### config.mk
export PLATFORM = sky130hd
export DESIGN_NAME = clipped_rle_sprite_decoder_core_flat
export DESIGN_NICKNAME = d
export VERILOG_FILES = /design/src/rtl/core/crsd_pkg.sv /design/src/rtl/core/crsd_stream_if.sv /design/src/rtl/core/crsd_cmd_queue.sv /design/src/rtl/core/crsd_front.sv /design/src/rtl/core/crsd_back.sv /design/src/rtl/core/clipped_rle_sprite_decoder_core.sv /design/src/flat_wrapper.sv
export SDC_FILE = /design/constraint.sdc
export NUM_CORES = 1
export LEC_CHECK = 0
export ABC_AREA = 1
export BUFFER_PORTS_ARGS = -buffer_cell sky130_fd_sc_hd__buf_2
export CAP_MARGIN = 20
export CORE_ASPECT_RATIO = 0.8
export CORE_MARGIN = 5
export CORE_UTILIZATION = 40
export DETAILED_ROUTE_END_ITERATION = 7
export PLACE_DENSITY_LB_ADDON = 0.05
export SYNTH_ARGS = -nofsm -noshare
export SYNTH_HDL_FRONTEND = slang
export SYNTH_SLANG_ARGS = --single-unit
### constraint.sdc
create_clock -name clk -period 4.5 [get_ports clk]
set_input_delay 1.125 -clock clk [delete_from_list [all_inputs] [get_ports clk]]
set_output_delay 1.125 -clock clk [all_outputs]
set_load 0.03 [all_outputs]
### src/rtl/core/crsd_pkg.sv
// ----------------------------------------------------------------------------
// crsd_pkg
// Types, constants and helpers shared by the sprite decoder modules.
// ----------------------------------------------------------------------------
package crsd_pkg;

	localparam int unsigned ScreenWidthDef  = 256;
	localparam int unsigned ScreenHeightDef = 192;
	localparam int unsigned QueueDepthDef   = 4;
	localparam int unsigned HeaderBytes     = 6;
	localparam int unsigned CfgIdxW         = 3;
	localparam int unsigned CfgDataW        = 9;
	localparam logic [5:0]  CountMask       = 6'h3F;

	typedef enum logic [2:0] {
		CFG_CLIP_LEFT,
		CFG_CLIP_TOP,
		CFG_CLIP_RIGHT_EXCL,
		CFG_CLIP_BOTTOM_EXCL,
		CFG_ROW_PITCH
	} cfg_reg_t;

	typedef enum logic [2:0] {
		PH_IDLE,
		PH_HEADER,
		PH_CODE,
		PH_LITERAL,
		PH_FILL,
		PH_SKIP_LEN,
		PH_MOVE_LEN,
		PH_MOVE_X
	} phase_t;

	typedef enum logic [1:0] {
		OP_LITERAL,
		OP_FILL,
		OP_SKIP,
		OP_MOVE
	} op_t;

	typedef enum logic [1:0] {
		WALK_IDLE,
		WALK_RUN,
		WALK_FLUSH
	} walk_t;

	typedef struct packed {
		logic [7:0] clip_left;
		logic [7:0] clip_top;
		logic [8:0] clip_right_excl;
		logic [8:0] clip_bottom_excl;
		logic [8:0] row_pitch;
	} clip_cfg_t;

	// One unit of work for the back end: a horizontal run of equal-valued
	// pixels on one row, or the end-of-sprite marker.
	typedef struct packed {
		logic        is_done;
		logic        flip;
		logic [15:0] x;
		logic [15:0] y;
		logic [7:0]  value;
		logic [5:0]  count;
	} draw_cmd_t;

	// Horizontal cursor step: leftwards when the sprite is mirrored.
	function automatic logic [15:0] step_x(input logic [15:0] x, input logic [15:0] d,
		input logic flip);
		return flip ? (x - d) : (x + d);
	endfunction

endpackage

### src/rtl/core/crsd_stream_if.sv
// ----------------------------------------------------------------------------
// crsd stream interfaces
// Valid/ready channels for sprite bytes in and pixel writes out.
// ----------------------------------------------------------------------------
interface crsd_in_if;
	logic               valid;
	logic               ready;
	logic [7:0]         sprite_byte;
	logic               sprite_start;
	logic signed [11:0] origin_x;
	logic signed [11:0] origin_y;
	logic               mirror;

	modport source(output valid, sprite_byte, sprite_start, origin_x, origin_y, mirror,
		input ready);
	modport sink(input valid, sprite_byte, sprite_start, origin_x, origin_y, mirror,
		output ready);
endinterface

interface crsd_out_if;
	logic        valid;
	logic        ready;
	logic [15:0] pixel_address;
	logic [7:0]  pixel_value;
	logic        write_valid;
	logic        sprite_done;
	logic        last_of_run;

	modport source(output valid, pixel_address, pixel_value, write_valid, sprite_done,
		last_of_run, input ready);
	modport sink(input valid, pixel_address, pixel_value, write_valid, sprite_done,
		last_of_run, output ready);
endinterface

### src/rtl/core/crsd_cmd_queue.sv
// ----------------------------------------------------------------------------
// crsd_cmd_queue
// Small register FIFO of draw commands between the decode front and the
// pixel back end.
// ----------------------------------------------------------------------------
module crsd_cmd_queue import crsd_pkg::*; #(
	parameter int unsigned DEPTH = QueueDepthDef
) (
	input  logic      clk,
	input  logic      arst_n,
	input  logic      push,
	input  draw_cmd_t push_data,
	output logic      full,
	input  logic      pop,
	output logic      empty,
	output draw_cmd_t head
);

	localparam int unsigned PtrW = (DEPTH > 1) ? $clog2(DEPTH) : 1;
	localparam int unsigned CntW = $clog2(DEPTH + 1);
	localparam logic [PtrW-1:0] LastPtr = PtrW'(DEPTH - 1);
	localparam logic [CntW-1:0] FullCnt = CntW'(DEPTH);

	draw_cmd_t       slots_q [DEPTH];
	logic [PtrW-1:0] wr_ptr_q;
	logic [PtrW-1:0] rd_ptr_q;
	logic [CntW-1:0] fill_q;
	logic            do_push;
	logic            do_pop;

	assign full    = (fill_q == FullCnt);
	assign empty   = (fill_q == '0);
	assign do_push = push && !full;
	assign do_pop  = pop && !empty;
	assign head    = slots_q[rd_ptr_q];

	always_ff @(posedge clk) begin
		if (do_push) begin
			slots_q[wr_ptr_q] <= push_data;
		end
	end

	always_ff @(posedge clk or negedge arst_n) begin
		if (!arst_n) begin
			wr_ptr_q <= '0;
			rd_ptr_q <= '0;
			fill_q   <= '0;
		end else begin
			if (do_push) begin
				wr_ptr_q <= (wr_ptr_q == LastPtr) ? '0 : wr_ptr_q + 1'b1;
			end
			if (do_pop) begin
				rd_ptr_q <= (rd_ptr_q == LastPtr) ? '0 : rd_ptr_q + 1'b1;
			end
			if (do_push && !do_pop) begin
				fill_q <= fill_q + 1'b1;
			end else if (do_pop && !do_push) begin
				fill_q <= fill_q - 1'b1;
			end
		end
	end

endmodule

### src/rtl/core/crsd_front.sv
// ----------------------------------------------------------------------------
// crsd_front
// Byte-level decoder: parses the header, tracks the cursor and turns code
// bytes into draw commands for the back end.
// ----------------------------------------------------------------------------
module crsd_front import crsd_pkg::*; (
	input  logic           clk,
	input  logic           arst_n,
	crsd_in_if.sink        sprite,
	input  clip_cfg_t      cfg,
	output logic           cmd_push,
	output draw_cmd_t      cmd_data,
	input  logic           cmd_full
);

	localparam logic [2:0] LastHeaderIdx = 3'(HeaderBytes - 1);

	phase_t      phase_q;
	logic [2:0]  header_index_q;
	logic [7:0]  header_lo_q;
	logic [5:0]  literal_left_q;
	logic [15:0] cursor_x_q;
	logic [15:0] cursor_y_q;
	logic [15:0] row_start_x_q;
	logic [5:0]  run_count_q;
	logic        flip_q;
	logic        rejected_q;

	// State as seen by the current byte, after a possible sprite start.
	phase_t      e_phase;
	logic [2:0]  e_hidx;
	logic [7:0]  e_hlo;
	logic [5:0]  e_lit;
	logic [15:0] e_cx;
	logic [15:0] e_cy;
	logic [15:0] e_rsx;
	logic [5:0]  e_run;
	logic        e_flip;
	logic        e_rej;

	phase_t      n_phase;
	logic [2:0]  n_hidx;
	logic [7:0]  n_hlo;
	logic [5:0]  n_lit;
	logic [15:0] n_cx;
	logic [15:0] n_cy;
	logic [15:0] n_rsx;
	logic [5:0]  n_run;
	logic        n_rej;

	logic        accept;
	logic        want_push;
	logic [7:0]  b;
	logic [5:0]  cnt;
	logic [15:0] span;
	logic signed [17:0] lo_edge;
	logic signed [17:0] hi_edge;
	logic        x_out;
	logic        y_out;

	assign sprite.ready = !cmd_full;
	assign accept       = sprite.valid && sprite.ready;
	assign cmd_push     = accept && want_push;
	assign b            = sprite.sprite_byte;
	assign cnt          = b[5:0] & CountMask;

	always_comb begin
		if (sprite.sprite_start) begin
			e_phase = PH_HEADER;
			e_hidx  = '0;
			e_hlo   = '0;
			e_lit   = '0;
			e_run   = '0;
			e_cx    = {{4{sprite.origin_x[11]}}, sprite.origin_x};
			e_cy    = {{4{sprite.origin_y[11]}}, sprite.origin_y};
			e_rsx   = {{4{sprite.origin_x[11]}}, sprite.origin_x};
			e_flip  = sprite.mirror;
			e_rej   = 1'b0;
		end else begin
			e_phase = phase_q;
			e_hidx  = header_index_q;
			e_hlo   = header_lo_q;
			e_lit   = literal_left_q;
			e_run   = run_count_q;
			e_cx    = cursor_x_q;
			e_cy    = cursor_y_q;
			e_rsx   = row_start_x_q;
			e_flip  = flip_q;
			e_rej   = rejected_q;
		end
	end

	// Extent of the sprite along the axis that the current header word closes.
	always_comb begin
		span    = {b, e_hlo};
		lo_edge = (e_hidx == 3'd3) ? $signed({{2{e_cx[15]}}, e_cx})
		                           : $signed({{2{e_cy[15]}}, e_cy});
		hi_edge = lo_edge + $signed({2'b00, span}) - 18'sd1;
		x_out   = (lo_edge >= $signed({9'b0, cfg.clip_right_excl}))
		       || (hi_edge < $signed({10'b0, cfg.clip_left}));
		y_out   = (lo_edge >= $signed({9'b0, cfg.clip_bottom_excl}))
		       || (hi_edge < $signed({10'b0, cfg.clip_top}));
	end

	// Next decode phase.
	always_comb begin
		n_phase = e_phase;
		unique case (e_phase)
			PH_IDLE: begin
				n_phase = PH_IDLE;
			end
			PH_HEADER: begin
				if (e_hidx == LastHeaderIdx) begin
					n_phase = PH_CODE;
				end
			end
			PH_CODE: begin
				unique case (op_t'(b[7:6]))
					OP_LITERAL: if (cnt != '0) n_phase = PH_LITERAL;
					OP_FILL:    n_phase = PH_FILL;
					OP_SKIP:    if (cnt == '0) n_phase = PH_SKIP_LEN;
					OP_MOVE:    n_phase = (cnt != '0) ? PH_MOVE_X : PH_MOVE_LEN;
					default:    n_phase = e_phase;
				endcase
			end
			PH_LITERAL: begin
				if (e_lit == 6'd1) begin
					n_phase = PH_CODE;
				end
			end
			PH_FILL, PH_SKIP_LEN, PH_MOVE_X: begin
				n_phase = PH_CODE;
			end
			PH_MOVE_LEN: begin
				n_phase = (b == 8'h00) ? PH_IDLE : PH_MOVE_X;
			end
			default: n_phase = PH_IDLE;
		endcase
	end

	// Cursor, counters and command output.
	always_comb begin
		n_hidx    = e_hidx;
		n_hlo     = e_hlo;
		n_lit     = e_lit;
		n_cx      = e_cx;
		n_cy      = e_cy;
		n_rsx     = e_rsx;
		n_run     = e_run;
		n_rej     = e_rej;
		want_push = 1'b0;
		cmd_data  = '{is_done: 1'b0, flip: e_flip, x: e_cx, y: e_cy, value: b,
		              count: 6'd1};
		unique case (e_phase)
			PH_HEADER: begin
				n_hidx = e_hidx + 3'd1;
				if (e_hidx == 3'd2 || e_hidx == 3'd4) begin
					n_hlo = b;
				end else if (e_hidx == 3'd3) begin
					if (x_out) n_rej = 1'b1;
					if (e_flip) n_cx = hi_edge[15:0];
					n_rsx = e_flip ? hi_edge[15:0] : e_cx;
				end else if (e_hidx == 3'd5) begin
					if (y_out) n_rej = 1'b1;
				end
			end
			PH_CODE: begin
				unique case (op_t'(b[7:6]))
					OP_LITERAL: if (cnt != '0) n_lit = cnt;
					OP_FILL:    n_run = cnt;
					OP_SKIP:    if (cnt != '0) n_cx = step_x(e_cx, {10'b0, cnt}, e_flip);
					OP_MOVE:    if (cnt != '0) n_cy = e_cy + {10'b0, cnt};
					default:    n_run = e_run;
				endcase
			end
			PH_LITERAL: begin
				want_push = !e_rej;
				n_cx      = step_x(e_cx, 16'd1, e_flip);
				n_lit     = e_lit - 6'd1;
			end
			PH_FILL: begin
				want_push      = !e_rej && (e_run != '0);
				cmd_data.count = e_run;
				n_cx           = step_x(e_cx, {10'b0, e_run}, e_flip);
				n_run          = '0;
			end
			PH_SKIP_LEN: begin
				n_cx = step_x(e_cx, {8'b0, b}, e_flip);
			end
			PH_MOVE_LEN: begin
				if (b == 8'h00) begin
					want_push        = 1'b1;
					cmd_data.is_done = 1'b1;
				end else begin
					n_cy = e_cy + {8'b0, b};
				end
			end
			PH_MOVE_X: begin
				n_cx = step_x(e_rsx, {8'b0, b}, e_flip);
			end
			default: n_hidx = e_hidx;
		endcase
	end

	always_ff @(posedge clk or negedge arst_n) begin
		if (!arst_n) begin
			phase_q        <= PH_IDLE;
			header_index_q <= '0;
			header_lo_q    <= '0;
			literal_left_q <= '0;
			cursor_x_q     <= '0;
			cursor_y_q     <= '0;
			row_start_x_q  <= '0;
			run_count_q    <= '0;
			flip_q         <= 1'b0;
			rejected_q     <= 1'b0;
		end else if (accept) begin
			phase_q        <= n_phase;
			header_index_q <= n_hidx;
			header_lo_q    <= n_hlo;
			literal_left_q <= n_lit;
			cursor_x_q     <= n_cx;
			cursor_y_q     <= n_cy;
			row_start_x_q  <= n_rsx;
			run_count_q    <= n_run;
			flip_q         <= e_flip;
			rejected_q     <= n_rej;
		end
	end

endmodule

### src/rtl/core/crsd_back.sv
// ----------------------------------------------------------------------------
// crsd_back
// Pixel walker: expands draw commands one pixel per cycle while the output
// accepts, clips each pixel to the window and forms its frame buffer address.
// ----------------------------------------------------------------------------
module crsd_back import crsd_pkg::*; (
	input  logic       clk,
	input  logic       arst_n,
	input  clip_cfg_t  cfg,
	input  logic       cmd_empty,
	input  draw_cmd_t  cmd_head,
	output logic       cmd_pop,
	crsd_out_if.source pixel
);

	walk_t       walk_q;
	walk_t       walk_n;
	logic [15:0] cur_x_q;
	logic [15:0] cur_y_q;
	logic [7:0]  val_q;
	logic [5:0]  left_q;
	logic        flip_q;

	// One visible pixel is held back until the next one is found, so that
	// the final pixel of a command can carry last_of_run.
	logic        pend_v_q;
	logic [15:0] pend_addr_q;
	logic [7:0]  pend_val_q;

	logic        out_v_q;
	logic [15:0] out_addr_q;
	logic [7:0]  out_val_q;
	logic        out_wv_q;
	logic        out_done_q;
	logic        out_last_q;

	logic        out_free;
	logic        visible;
	logic        advance;
	logic        load_cmd;
	logic        emit_done;
	logic        emit_pend_mid;
	logic        emit_pend_last;
	logic [17:0] row_base;
	logic [15:0] addr;

	assign out_free = !out_v_q || pixel.ready;

	always_comb begin
		visible = ($signed(cur_x_q) >= $signed({8'b0, cfg.clip_left}))
		       && ($signed(cur_x_q) < $signed({7'b0, cfg.clip_right_excl}))
		       && ($signed(cur_y_q) >= $signed({8'b0, cfg.clip_top}))
		       && ($signed(cur_y_q) < $signed({7'b0, cfg.clip_bottom_excl}));
		// A visible row is below 512, so its low nine bits are the whole row.
		row_base = cur_y_q[8:0] * cfg.row_pitch;
		addr     = row_base[15:0] + {7'b0, cur_x_q[8:0]};
	end

	assign advance = !(visible && pend_v_q && !out_free);

	// Next walk state.
	always_comb begin
		walk_n = walk_q;
		unique case (walk_q)
			WALK_IDLE: begin
				if (!cmd_empty && !cmd_head.is_done) walk_n = WALK_RUN;
			end
			WALK_RUN: begin
				if (advance && left_q == 6'd1) walk_n = WALK_FLUSH;
			end
			WALK_FLUSH: begin
				if (!pend_v_q || out_free) walk_n = WALK_IDLE;
			end
			default: walk_n = WALK_IDLE;
		endcase
	end

	// Walk control outputs.
	always_comb begin
		load_cmd       = 1'b0;
		emit_done      = 1'b0;
		emit_pend_mid  = 1'b0;
		emit_pend_last = 1'b0;
		unique case (walk_q)
			WALK_IDLE: begin
				load_cmd  = !cmd_empty && !cmd_head.is_done;
				emit_done = !cmd_empty && cmd_head.is_done && out_free;
			end
			WALK_RUN: begin
				emit_pend_mid = advance && visible && pend_v_q;
			end
			WALK_FLUSH: begin
				emit_pend_last = pend_v_q && out_free;
			end
			default: load_cmd = 1'b0;
		endcase
	end

	assign cmd_pop = load_cmd || emit_done;

	always_ff @(posedge clk) begin
		if (load_cmd) begin
			cur_x_q <= cmd_head.x;
			cur_y_q <= cmd_head.y;
			val_q   <= cmd_head.value;
			flip_q  <= cmd_head.flip;
		end else if (walk_q == WALK_RUN && advance) begin
			cur_x_q <= step_x(cur_x_q, 16'd1, flip_q);
		end
		if (walk_q == WALK_RUN && advance && visible) begin
			pend_addr_q <= addr;
			pend_val_q  <= val_q;
		end
		if (emit_done) begin
			out_addr_q <= '0;
			out_val_q  <= '0;
			out_wv_q   <= 1'b0;
			out_done_q <= 1'b1;
			out_last_q <= 1'b1;
		end else if (emit_pend_mid || emit_pend_last) begin
			out_addr_q <= pend_addr_q;
			out_val_q  <= pend_val_q;
			out_wv_q   <= 1'b1;
			out_done_q <= 1'b0;
			out_last_q <= emit_pend_last;
		end
	end

	always_ff @(posedge clk or negedge arst_n) begin
		if (!arst_n) begin
			walk_q   <= WALK_IDLE;
			left_q   <= '0;
			pend_v_q <= 1'b0;
			out_v_q  <= 1'b0;
		end else begin
			walk_q <= walk_n;
			if (load_cmd) begin
				left_q <= cmd_head.count;
			end else if (walk_q == WALK_RUN && advance) begin
				left_q <= left_q - 6'd1;
			end
			if (walk_q == WALK_RUN && advance && visible) begin
				pend_v_q <= 1'b1;
			end else if (emit_pend_last) begin
				pend_v_q <= 1'b0;
			end
			if (emit_done || emit_pend_mid || emit_pend_last) begin
				out_v_q <= 1'b1;
			end else if (pixel.ready) begin
				out_v_q <= 1'b0;
			end
		end
	end

	assign pixel.valid         = out_v_q;
	assign pixel.pixel_address = out_addr_q;
	assign pixel.pixel_value   = out_val_q;
	assign pixel.write_valid   = out_wv_q;
	assign pixel.sprite_done   = out_done_q;
	assign pixel.last_of_run   = out_last_q;

endmodule

### src/rtl/core/clipped_rle_sprite_decoder_core.sv
// ----------------------------------------------------------------------------
// clipped_rle_sprite_decoder_core
// Run-length sprite decoder with window clipping and horizontal mirroring.
// ----------------------------------------------------------------------------
// Usage:
// The sprite channel takes one stream byte per beat. A beat with sprite_start
// set opens a new sprite (abandoning any sprite in progress) and latches
// origin_x, origin_y and mirror; six header bytes, this one first, then code.
// The pixel channel gives one beat per visible pixel, in drawing order, with
// its frame buffer address, and one beat with sprite_done for the end code.
// last_of_run marks the final beat caused by one input byte.
// The front decoder takes one byte per cycle as long as its command queue
// has room. The back end walks each run at one pixel per cycle while the
// output takes its pixels, then closes the run in its flush state;
// meanwhile later bytes keep filling the queue, and the sprite
// channel only stalls once the queue is full.
// With the back end idle, a byte's first pixel passes the queue, the cursor
// and pending-pixel registers before the output; an end marker skips both.
// If the receiver stalls, the held output beat stays put, the walker stops
// at the next visible pixel, and back pressure reaches the input through
// the queue. Reset clears the decoder to waiting for a sprite start, empties
// the queue and loads the default clip window and pitch. The clip registers
// may only be written while no sprite is being drawn.
// ----------------------------------------------------------------------------
module clipped_rle_sprite_decoder_core import crsd_pkg::*; #(
	parameter int unsigned SCREEN_WIDTH  = ScreenWidthDef,
	parameter int unsigned SCREEN_HEIGHT = ScreenHeightDef,
	parameter int unsigned QUEUE_DEPTH   = QueueDepthDef
) (
	input  logic                clk,
	input  logic                arst_n,
	input  logic                cfg_write,
	input  logic [CfgIdxW-1:0]  cfg_index,
	input  logic [CfgDataW-1:0] cfg_data,
	crsd_in_if.sink             sprite,
	crsd_out_if.source          pixel
);

	// Reset window covers the screen, with each bound held to 256.
	localparam logic [8:0] RightRst  = (SCREEN_WIDTH > 256) ? 9'd256 : 9'(SCREEN_WIDTH);
	localparam logic [8:0] BottomRst = (SCREEN_HEIGHT > 256) ? 9'd256 : 9'(SCREEN_HEIGHT);

	clip_cfg_t cfg_q;
	logic      cmd_push;
	draw_cmd_t cmd_data;
	logic      cmd_full;
	logic      cmd_pop;
	logic      cmd_empty;
	draw_cmd_t cmd_head;

	// Configuration registers. Unknown indexes are ignored.
	always_ff @(posedge clk or negedge arst_n) begin
		if (!arst_n) begin
			cfg_q.clip_left        <= '0;
			cfg_q.clip_top         <= '0;
			cfg_q.clip_right_excl  <= RightRst;
			cfg_q.clip_bottom_excl <= BottomRst;
			cfg_q.row_pitch        <= RightRst;
		end else if (cfg_write) begin
			unique case (cfg_index)
				CFG_CLIP_LEFT:        cfg_q.clip_left        <= cfg_data[7:0];
				CFG_CLIP_TOP:         cfg_q.clip_top         <= cfg_data[7:0];
				CFG_CLIP_RIGHT_EXCL:  cfg_q.clip_right_excl  <= cfg_data;
				CFG_CLIP_BOTTOM_EXCL: cfg_q.clip_bottom_excl <= cfg_data;
				CFG_ROW_PITCH:        cfg_q.row_pitch        <= cfg_data;
				default:              cfg_q                  <= cfg_q;
			endcase
		end
	end

	// Front: parses the byte stream and issues run commands.
	crsd_front u_front (
		.clk      (clk),
		.arst_n   (arst_n),
		.sprite   (sprite),
		.cfg      (cfg_q),
		.cmd_push (cmd_push),
		.cmd_data (cmd_data),
		.cmd_full (cmd_full)
	);

	// Queue decoupling byte parsing from pixel generation.
	crsd_cmd_queue #(
		.DEPTH (QUEUE_DEPTH)
	) u_queue (
		.clk       (clk),
		.arst_n    (arst_n),
		.push      (cmd_push),
		.push_data (cmd_data),
		.full      (cmd_full),
		.pop       (cmd_pop),
		.empty     (cmd_empty),
		.head      (cmd_head)
	);

	// Back: walks runs, clips pixels and drives the output register.
	crsd_back u_back (
		.clk       (clk),
		.arst_n    (arst_n),
		.cfg       (cfg_q),
		.cmd_empty (cmd_empty),
		.cmd_head  (cmd_head),
		.cmd_pop   (cmd_pop),
		.pixel     (pixel)
	);

endmodule

### src/flat_wrapper.sv
// flat-port wrapper written by rule: the top's interface ports become plain ports
module clipped_rle_sprite_decoder_core_flat import crsd_pkg::*;
#(
	parameter int unsigned SCREEN_WIDTH  = ScreenWidthDef,
	parameter int unsigned SCREEN_HEIGHT = ScreenHeightDef,
	parameter int unsigned QUEUE_DEPTH   = QueueDepthDef
)
  (clk, arst_n, cfg_write, cfg_index, cfg_data, sprite_valid, sprite_sprite_byte, sprite_sprite_start, sprite_origin_x, sprite_origin_y, sprite_mirror, sprite_ready, pixel_valid, pixel_pixel_address, pixel_pixel_value, pixel_write_valid, pixel_sprite_done, pixel_last_of_run, pixel_ready);
  crsd_in_if sprite_i ();
  crsd_out_if pixel_i ();
  input  logic clk;
  input  logic arst_n;
  input  logic cfg_write;
  input  logic [CfgIdxW-1:0] cfg_index;
  input  logic [CfgDataW-1:0] cfg_data;
  input wire logic [$bits(sprite_i.valid)-1:0] sprite_valid;
  input wire logic [$bits(sprite_i.sprite_byte)-1:0] sprite_sprite_byte;
  input wire logic [$bits(sprite_i.sprite_start)-1:0] sprite_sprite_start;
  input wire logic [$bits(sprite_i.origin_x)-1:0] sprite_origin_x;
  input wire logic [$bits(sprite_i.origin_y)-1:0] sprite_origin_y;
  input wire logic [$bits(sprite_i.mirror)-1:0] sprite_mirror;
  output wire logic [$bits(sprite_i.ready)-1:0] sprite_ready;
  output wire logic [$bits(pixel_i.valid)-1:0] pixel_valid;
  output wire logic [$bits(pixel_i.pixel_address)-1:0] pixel_pixel_address;
  output wire logic [$bits(pixel_i.pixel_value)-1:0] pixel_pixel_value;
  output wire logic [$bits(pixel_i.write_valid)-1:0] pixel_write_valid;
  output wire logic [$bits(pixel_i.sprite_done)-1:0] pixel_sprite_done;
  output wire logic [$bits(pixel_i.last_of_run)-1:0] pixel_last_of_run;
  input wire logic [$bits(pixel_i.ready)-1:0] pixel_ready;
  assign sprite_i.valid = sprite_valid;
  assign sprite_i.sprite_byte = sprite_sprite_byte;
  assign sprite_i.sprite_start = sprite_sprite_start;
  assign sprite_i.origin_x = sprite_origin_x;
  assign sprite_i.origin_y = sprite_origin_y;
  assign sprite_i.mirror = sprite_mirror;
  assign sprite_ready = sprite_i.ready;
  assign pixel_valid = pixel_i.valid;
  assign pixel_pixel_address = pixel_i.pixel_address;
  assign pixel_pixel_value = pixel_i.pixel_value;
  assign pixel_write_valid = pixel_i.write_valid;
  assign pixel_sprite_done = pixel_i.sprite_done;
  assign pixel_last_of_run = pixel_i.last_of_run;
  assign pixel_i.ready = pixel_ready;
  clipped_rle_sprite_decoder_core #(.SCREEN_WIDTH(SCREEN_WIDTH), .SCREEN_HEIGHT(SCREEN_HEIGHT), .QUEUE_DEPTH(QUEUE_DEPTH)) u_core (.clk(clk), .arst_n(arst_n), .cfg_write(cfg_write), .cfg_index(cfg_index), .cfg_data(cfg_data), .sprite(sprite_i), .pixel(pixel_i));
endmodule
# After elaboration in Yosys (flattened, before gate mapping)

Memories as Yosys holds them, arrays and structs flattened.
Index checks and enable logic that the tools add are counted.

Register bits: 228
RAM bits: 192
Bits of input ports: 51
Output and inout bits: 29
Logic and storage cells: 233
Memories: 1

Memories:

| memory                 | words | width | rd ports | clocked after Yosys merged registers in | write ports | line                 | RTL |
|---|---|---|---|---|---|---|---|
| u_core.u_queue.slots_q | 4     | 48    | 1        | 0                                       | 1           | crsd_cmd_queue.sv:24 | `draw_cmd_t slots_q [DEPTH];` |

Add/sub/neg operators: 24
$mul: 1
$lt $le $gt $ge: 8
Eq/ne operators: 28
Muxes and demuxes: 78
Reduce and logical (&&, ||, !) cells: 60

Operators by type and width:

| cell                  | count |
|---|---|
| $mux 16               | 22 |
| $pmux 16 s6           | 1 |
| $add 16x6->16         | 3 |
| $add 16x8->16         | 3 |
| $mux 6                | 8 |
| $ge 18x10->1          | 2 |
| $lt 18x9->1           | 2 |
| $add 16x1->16 const B | 2 |
| $ge 16x9->1           | 2 |
| $lt 16x10->1          | 2 |
| $pmux 16 s2           | 1 |
| $sub 16x1->16 const B | 2 |
| $sub 16x6->16         | 2 |
| $sub 16x8->16         | 2 |
| $mux 3                | 10 |
| $eq 3x3->1 const B    | 8 |
| $mux 8                | 3 |
| $pmux 6 s2            | 2 |
| $logic_and 1x1->1     | 21 |
| $mux 1                | 21 |
| $add 18x17->18        | 1 |
| $eq 3x2->1 const B    | 6 |
| $mux 18               | 1 |
| $pmux 3 s6            | 1 |
| other kinds (27)      | 71 |

# Longest topological paths before layout

Depth in word-level cells: 13
Gate-level depth with buffers: 36
Depth with buffers taken out: 31

# Modules after synthesis

From an unflattened synthesis, not the netlist that was laid out.

Cells, all modules: 3893
Area total of the unflattened synthesis: 30660.7 sq um

By module, submodules not included:

| module                          | times used | cells an instance | area each (sq um) |
|---|---|---|---|
| crsd_front                      | 1          | 2018              | 11976.5 |
| crsd_back                       | 1          | 1058              | 8630.8 |
| crsd_cmd_queue                  | 1          | 622               | 8290.5 |
| clipped_rle_sprite_decoder_core | 1          | 195               | 1762.9 |

# Worst setup path before layout

No wires, ideal clock.

Path kind: input to register
Start: input sprite_sprite_start
End: register u_core.u_front.rejected_q
Library setup time: 0.066 ns
Data arrival time: 5.484 ns
Required time: 4.434 ns
Path slack: -1.049 ns
Cell stages on the path: 34
Path buffers: 7
Path through: inv_2 > buf_6 > buf_6 > buf_6 > buf_2 > buf_2 > nand2_1 > inv_1 > ha_1 > ha_1 > buf_2 > clkbuf_1 > nand2_1 > o21ai_0 > ha_1 > inv_1 > ha_1 > fa_1 > nand3_1 > nand2_1 > nand2_1 > nand2_1 > xor2_1 > ha_1 > a211o_1 > inv_1 > nand2_1 > nand2_1 > nand2_1 > nor2_1 > nand3_1 > nand2_1 > nand2_1 > nand2_1

Word-level cells in the longest chain between the ends: 12

Ends and longest elaborated chain:

| what                   | line                                | RTL |
|---|---|---|
| start: declaration     | flat_wrapper.sv:18                  | `input wire logic [$bits(sprite_i.sprite_start)-1:0] sprite_sprite_start;` |
| $mux 3                 | crsd_front.sv:68                    | `if (sprite.sprite_start) begin` |
| $eq 3x2->1             | crsd_front.sv:96, crsd_front.sv:159 |  |
| $mux 18                | crsd_front.sv:96                    | `lo_edge = (e_hidx == 3'd3) ? $signed({{2{e_cx[15]}}, e_cx})` |
| $add 18x17->18         | crsd_front.sv:98                    | `hi_edge = lo_edge + $signed({2'b00, span}) - 18'sd1;` |
| $sub 18x2->18          | crsd_front.sv:98                    |  |
| $lt 18x9->1            | crsd_front.sv:102                   | `\|\| (hi_edge < $signed({10'b0, cfg.clip_top}));` |
| $logic_or 1x1->1       | crsd_front.sv:102                   |  |
| $mux 1                 | crsd_front.sv:164                   | `if (y_out) n_rej = 1'b1;` |
| $mux 1                 | crsd_front.sv:163                   | `end else if (e_hidx == 3'd5) begin` |
| $mux 1                 | crsd_front.sv:159                   | `end else if (e_hidx == 3'd3) begin` |
| $mux 1                 | crsd_front.sv:157                   | `if (e_hidx == 3'd2 \|\| e_hidx == 3'd4) begin` |
| $mux 1 (*)             | crsd_front.sv:154                   | `unique case (e_phase)` |
| end signal: assignment | crsd_front.sv:227                   | `rejected_q <= n_rej;` |
| end: declaration       | crsd_front.sv:27                    | `logic rejected_q;` |

Every way passes the cells marked *; elsewhere a longest branch is shown, timed or not.
A chain may end at the register's enable or synchronous reset.

# Worst setup path in the final report

Start: register u_core.u_back.cur_y_q[2]
End: register u_core.u_back.pend_addr_q[13] (data pin)

Word-level cells in the longest chain between the ends: 2

Ends and longest elaborated chain:

| what                             | line             | RTL |
|---|---|---|
| start: declaration               | crsd_back.sv:19  | `logic [15:0] cur_y_q;` |
| start signal: assignment         | crsd_back.sv:104 | `cur_y_q <= cmd_head.y;` |
| $mul 9x9->16                     | crsd_back.sv:55  | `row_base = cur_y_q[8:0] * cfg.row_pitch;` |
| $add 16x9->16                    | crsd_back.sv:56  | `addr = row_base[15:0] + {7'b0, cur_x_q[8:0]};` |
| named net u_core.u_back.addr[13] | crsd_back.sv:45  | `logic [15:0] addr;` |
| end signal: assignment           | crsd_back.sv:111 | `pend_addr_q <= addr;` |
| end: declaration                 | crsd_back.sv:27  | `logic [15:0] pend_addr_q;` |

The timed path passes the listed nets, and every way through them passes these cells.

==> reports/metrics.cfg <==
[run_status]
status = finished with violations
violations = negative setup slack

[placement]
dp.final_hpwl_mm = 76.7
place.port_buffers = 79
place.gp.congestion = 0.929
post_dp_cell_area_um2 = 33400
place_inst = 4929

[synthesis]
seq_total_area_yosys_pct = 40.2
synth_largest_area_cell = sky130_fd_sc_hd__edfxtp_1
netlist_instances = 3627
syn_nets = 3966
post_synth_instance_area_um2 = 29000
synth_area_leaders = sky130_fd_sc_hd__edfxtp_1, sky130_fd_sc_hd__dfrtp_1, sky130_fd_sc_hd__nand2_1
synth-seq-cells = 420
number_of_warning_messages_in_the_yosys_log = 0
synthDistinctLibCells = 68
share_of_the_synthesized_area_in_the_top_cell_type_pct = 26.6
avgSynthCellArea_um2 = 8.00
synth_edf_count = 257
synth_top_flop_cell = sky130_fd_sc_hd__edfxtp_1
postSynth.asyncResetShare_pct = 32.4

[global_routing]
grt_usage_pct = 25.3
grt_pass1_vias = 25500
antenna_violations_before_repair = 5
grt_pass1_wl_mm = 153
grt-ovfl-total = 0
grt_max_degree = 79

[timing]
timing_worst_slew_pin_value_ns = 0.945
period_share_pct = 100
timing.hold.ws_ns = 0.421
relSlewSlack_pct = 37.0
report.final.hold_viol_count = 0
rsz0062_at_grt = true
clock-skew-final_ns = 0.0359
fmaxAchievable_mhz = 222
postLayoutSetupSlackWorst_ns = -0.0142
report.final.setup_viol = 1
pins_over_their_slew_limit = 0
setup-tns-final_ns = -0.0142
timing.final.crit_period_ns = 4.51

[setup_path]
ff2ff_path_depth = 18
path_max_fanout = 8
cp.required_ns = 4.83
worstSetupStartpointType = register
worst-setup-path-type = register to register
worstSetupEndpointType = register
r2r_setup_slack_ns = -0.01
cp_data_arrival_time_ns = 4.85

[routing]
drt_wl_total_mm = 101
ant_nets = 0
dr_total_vias = 26200
route.detailed.vias_per_inst = 5.21
number_of_iterations_in_the_first_detailed_routing_pass = 5
detail_route.iter0.violations = 2250
routed_wire_length_per_instance_um = 20.1
post-route-drc-count = 0

[floorplan]
fp.dieArea_um2 = 78000
design.portCount = 80
die_x_um = 311
core_area_um2 = 72000
initial_core_util_pct = 40.3
dieHeight_um = 251
std_cell_rows = 88

[clock_tree]
cts_tree = yes
tritoncts_num_sinks = 420
worst_skew_pair.late_latency_ns = 0.62
cts.htree.levels = 2
cts_root_buf = sky130_fd_sc_hd__clkbuf_16
cts-buffers-inserted = 48
clk_pin_slew_worst_paths_ns = 0.07
clock_tree.buffer_depth = 3
holdBufCountCts = 0

[finish]
final_layout_size_suffix_gt1_share_pct = 17.9
syn2layout_area_growth_pct = 21.9
fin_cells = 5033
fill_cells = 7039
final_net_count = 4387
design_area_um2 = 35300
n_antenna_cell = 0

[power_and_ir_drop]
max-vdd-ir-drop_v = 0.00100
power.total_mw = 28.8
power_leakage_nw = 16.9
powerDensity_nw_per_um2 = 816

[worst_hold_path]
hold_class = register to register
min_delay_path_depth = 0

[run]
max-cap-violations = 0

-- layout make-up --
class	count	area, um^2	share of cell area, %
tap	945	1180	3.35
timing repair buffer	500	3780	10.7
multi-input combinational	2560	15200	43.0
clock inverter	28	218	0.616
inverter	518	1950	5.50
sequential	420	11700	33.0
clock buffer	62	1360	3.83
-- registers in the layout (all words and copies together) (netlist names), 8 cells and up --
signal / flops
u_core.cfg_q: 43
u_core.u_front.cursor_y_q: 16
u_core.u_back.pixel.pixel_value: 8
u_core.u_front.row_start_x_q: 16
u_core.u_queue.slots_q: 192
u_core.u_back.pend_val_q: 8
u_core.u_back.cur_x_q: 16
u_core.u_front.cursor_x_q: 16
u_core.u_back.pixel.pixel_address: 16
u_core.u_front.header_lo_q: 8
u_core.u_back.cur_y_q: 16
u_core.u_back.val_q: 8
u_core.u_back.pend_addr_q: 16
-- worst max-delay path, stage by stage (launching register included) --
cell and delay (ns):
sky130_fd_sc_hd__edfxtp_1 0.54, sky130_fd_sc_hd__buf_4 0.21, sky130_fd_sc_hd__nand2_1 0.05, sky130_fd_sc_hd__inv_1 0.05
sky130_fd_sc_hd__fa_2 0.34, sky130_fd_sc_hd__fa_1 0.46, sky130_fd_sc_hd__ha_1 0.30, sky130_fd_sc_hd__inv_1 0.05
sky130_fd_sc_hd__fa_1 0.52, sky130_fd_sc_hd__inv_1 0.05, sky130_fd_sc_hd__fa_1 0.58, sky130_fd_sc_hd__ha_4 0.22
sky130_fd_sc_hd__a21oi_2 0.11, sky130_fd_sc_hd__o21ai_1 0.09, sky130_fd_sc_hd__a21oi_2 0.19, sky130_fd_sc_hd__o21ai_2 0.09
sky130_fd_sc_hd__a21oi_2 0.17, sky130_fd_sc_hd__o21ai_1 0.09, sky130_fd_sc_hd__xor2_1 0.14
-- power breakdown --
group	total (mW)	internal (mW)	switching, mW
combinational	19.0	8.33	10.6
clock	3.90	2.20	1.70
sequential	5.98	5.39	0.590
-- layer usage --
metal  GRT usage (%)  part of all wire, %  wire length, um  up-vias
met4            6.33                  2.5             2480        2
met2            38.4                   42            42700      773
met1            37.0                   48            48300    12400
li1                -                    -                -    12900
met3            5.42                  7.5             7530      132
met5               0                0.013               13        -
-- placed cells by master (no fill, tap or decap), types with 9 or more instances in the layout --
cell                        Yosys  routed
sky130_fd_sc_hd__o21ai_0      352     342
sky130_fd_sc_hd__buf_12         0      15
sky130_fd_sc_hd__o21ai_1       12      16
sky130_fd_sc_hd__clkinv_2       1      10
sky130_fd_sc_hd__ha_1         226     212
sky130_fd_sc_hd__dfrtp_1      132     126
sky130_fd_sc_hd__dfxtp_1       27      27
sky130_fd_sc_hd__a21oi_1      229     219
sky130_fd_sc_hd__nand4_1       28      28
sky130_fd_sc_hd__a21oi_2        5      14
sky130_fd_sc_hd__nand2_1      868     853
sky130_fd_sc_hd__nand2_2        9      21
sky130_fd_sc_hd__edfxtp_1     257     257
sky130_fd_sc_hd__nor2_4         3       9
sky130_fd_sc_hd__inv_2         11      21
sky130_fd_sc_hd__o21ai_2        5      10
sky130_fd_sc_hd__nor2_1       289     283
sky130_fd_sc_hd__ha_4           0      11
sky130_fd_sc_hd__or2_2         16      16
sky130_fd_sc_hd__o211ai_1      20      20
sky130_fd_sc_hd__nand3b_1      14      14
sky130_fd_sc_hd__clkbuf_16      0      49
sky130_fd_sc_hd__nor3_1        20      19
sky130_fd_sc_hd__buf_2         28      77
sky130_fd_sc_hd__nand3_1      191     188
sky130_fd_sc_hd__xor2_1        37      34
sky130_fd_sc_hd__xnor2_1       19      19
sky130_fd_sc_hd__fa_1          62      57
sky130_fd_sc_hd__buf_4          2     399
sky130_fd_sc_hd__clkinv_1       4       9
sky130_fd_sc_hd__inv_1        502     494
sky130_fd_sc_hd__o22ai_1       61      61
-- stage by stage --
| stage | setup WS, ns | util [%] |
|---|---|---|
| finish | -0.0142 | 49.1 |
| global route | -0.185 | 49.1 |
| CTS | 0.0127 | 48.8 |
| detailed placement | -0.395 | 46.4 |
| global placement | -0.408 | 46.4 |
| floorplan | -0.425 | - |
-- cells in the mapped netlist (4+ instances only) --
library cell / number
sky130_fd_sc_hd__dfxtp_1: 27
sky130_fd_sc_hd__and2_1: 4
sky130_fd_sc_hd__buf_6: 9
sky130_fd_sc_hd__inv_1: 502
sky130_fd_sc_hd__nand2_1: 868
sky130_fd_sc_hd__buf_2: 28
sky130_fd_sc_hd__a22oi_1: 4
sky130_fd_sc_hd__a211oi_1: 4
sky130_fd_sc_hd__fa_1: 62
sky130_fd_sc_hd__nand3_1: 191
sky130_fd_sc_hd__nand4_1: 28
sky130_fd_sc_hd__o211ai_1: 20
sky130_fd_sc_hd__o2111ai_1: 7
sky130_fd_sc_hd__clkinv_1: 4
sky130_fd_sc_hd__inv_2: 11
sky130_fd_sc_hd__xnor2_1: 19
sky130_fd_sc_hd__dfstp_2: 4
sky130_fd_sc_hd__nor2_1: 289
sky130_fd_sc_hd__nor3_1: 20
sky130_fd_sc_hd__a21o_1: 8
sky130_fd_sc_hd__edfxtp_1: 257
sky130_fd_sc_hd__a21oi_1: 229
sky130_fd_sc_hd__a21oi_2: 5
sky130_fd_sc_hd__o21ai_1: 12
sky130_fd_sc_hd__dfrtp_1: 132
sky130_fd_sc_hd__nand2_2: 9
sky130_fd_sc_hd__nor2_2: 6
sky130_fd_sc_hd__a31oi_1: 8
sky130_fd_sc_hd__o21bai_1: 8
sky130_fd_sc_hd__o21ai_2: 5
sky130_fd_sc_hd__o22ai_1: 61
sky130_fd_sc_hd__o21ai_0: 352
sky130_fd_sc_hd__xor2_1: 37
sky130_fd_sc_hd__o21a_1: 8
sky130_fd_sc_hd__or2_2: 16
sky130_fd_sc_hd__ha_1: 226
sky130_fd_sc_hd__nand3b_1: 14
sky130_fd_sc_hd__clkbuf_1: 88
-- logic make-up after synthesis --
logic type / count (synthesis) / synth area share [%]
buffers and inverters: 647 / 8.76
and+or+nand+nor: 1466 / 21.0
AOI/OAI and AO/OA: 748 / 14.1
xor gates and xnor gates: 56 / 1.69
DFF: 420 / 40.2
adders and majority gates: 288 / 14.0
muxes: 2 / 0.116
-- final timing paths --
path	start	endpoint
min in group asynchronous	arst_n	u_core.cfg_q[4]
setup reg to reg	u_core.u_back.cur_y_q[2]	u_core.u_back.pend_addr_q[13]
hold / removal	u_core.u_back.val_q[1]	u_core.u_back.pend_val_q[1]
hold reg to reg	u_core.u_back.val_q[1]	u_core.u_back.pend_val_q[1]
max in group asynchronous	arst_n	u_core.u_front.row_start_x_q[10]
setup / recovery	u_core.u_back.cur_y_q[2]	u_core.u_back.pend_addr_q[13]
-- what timing repair did --
action                     4_1_cts  5_1_grt
setup buffers                    6        8
gates cloned                     0        0
pin swaps                       17       37
resized for setup               25       40
setup endpoints to repair        6       10
(Power assumes the default switching activity.)
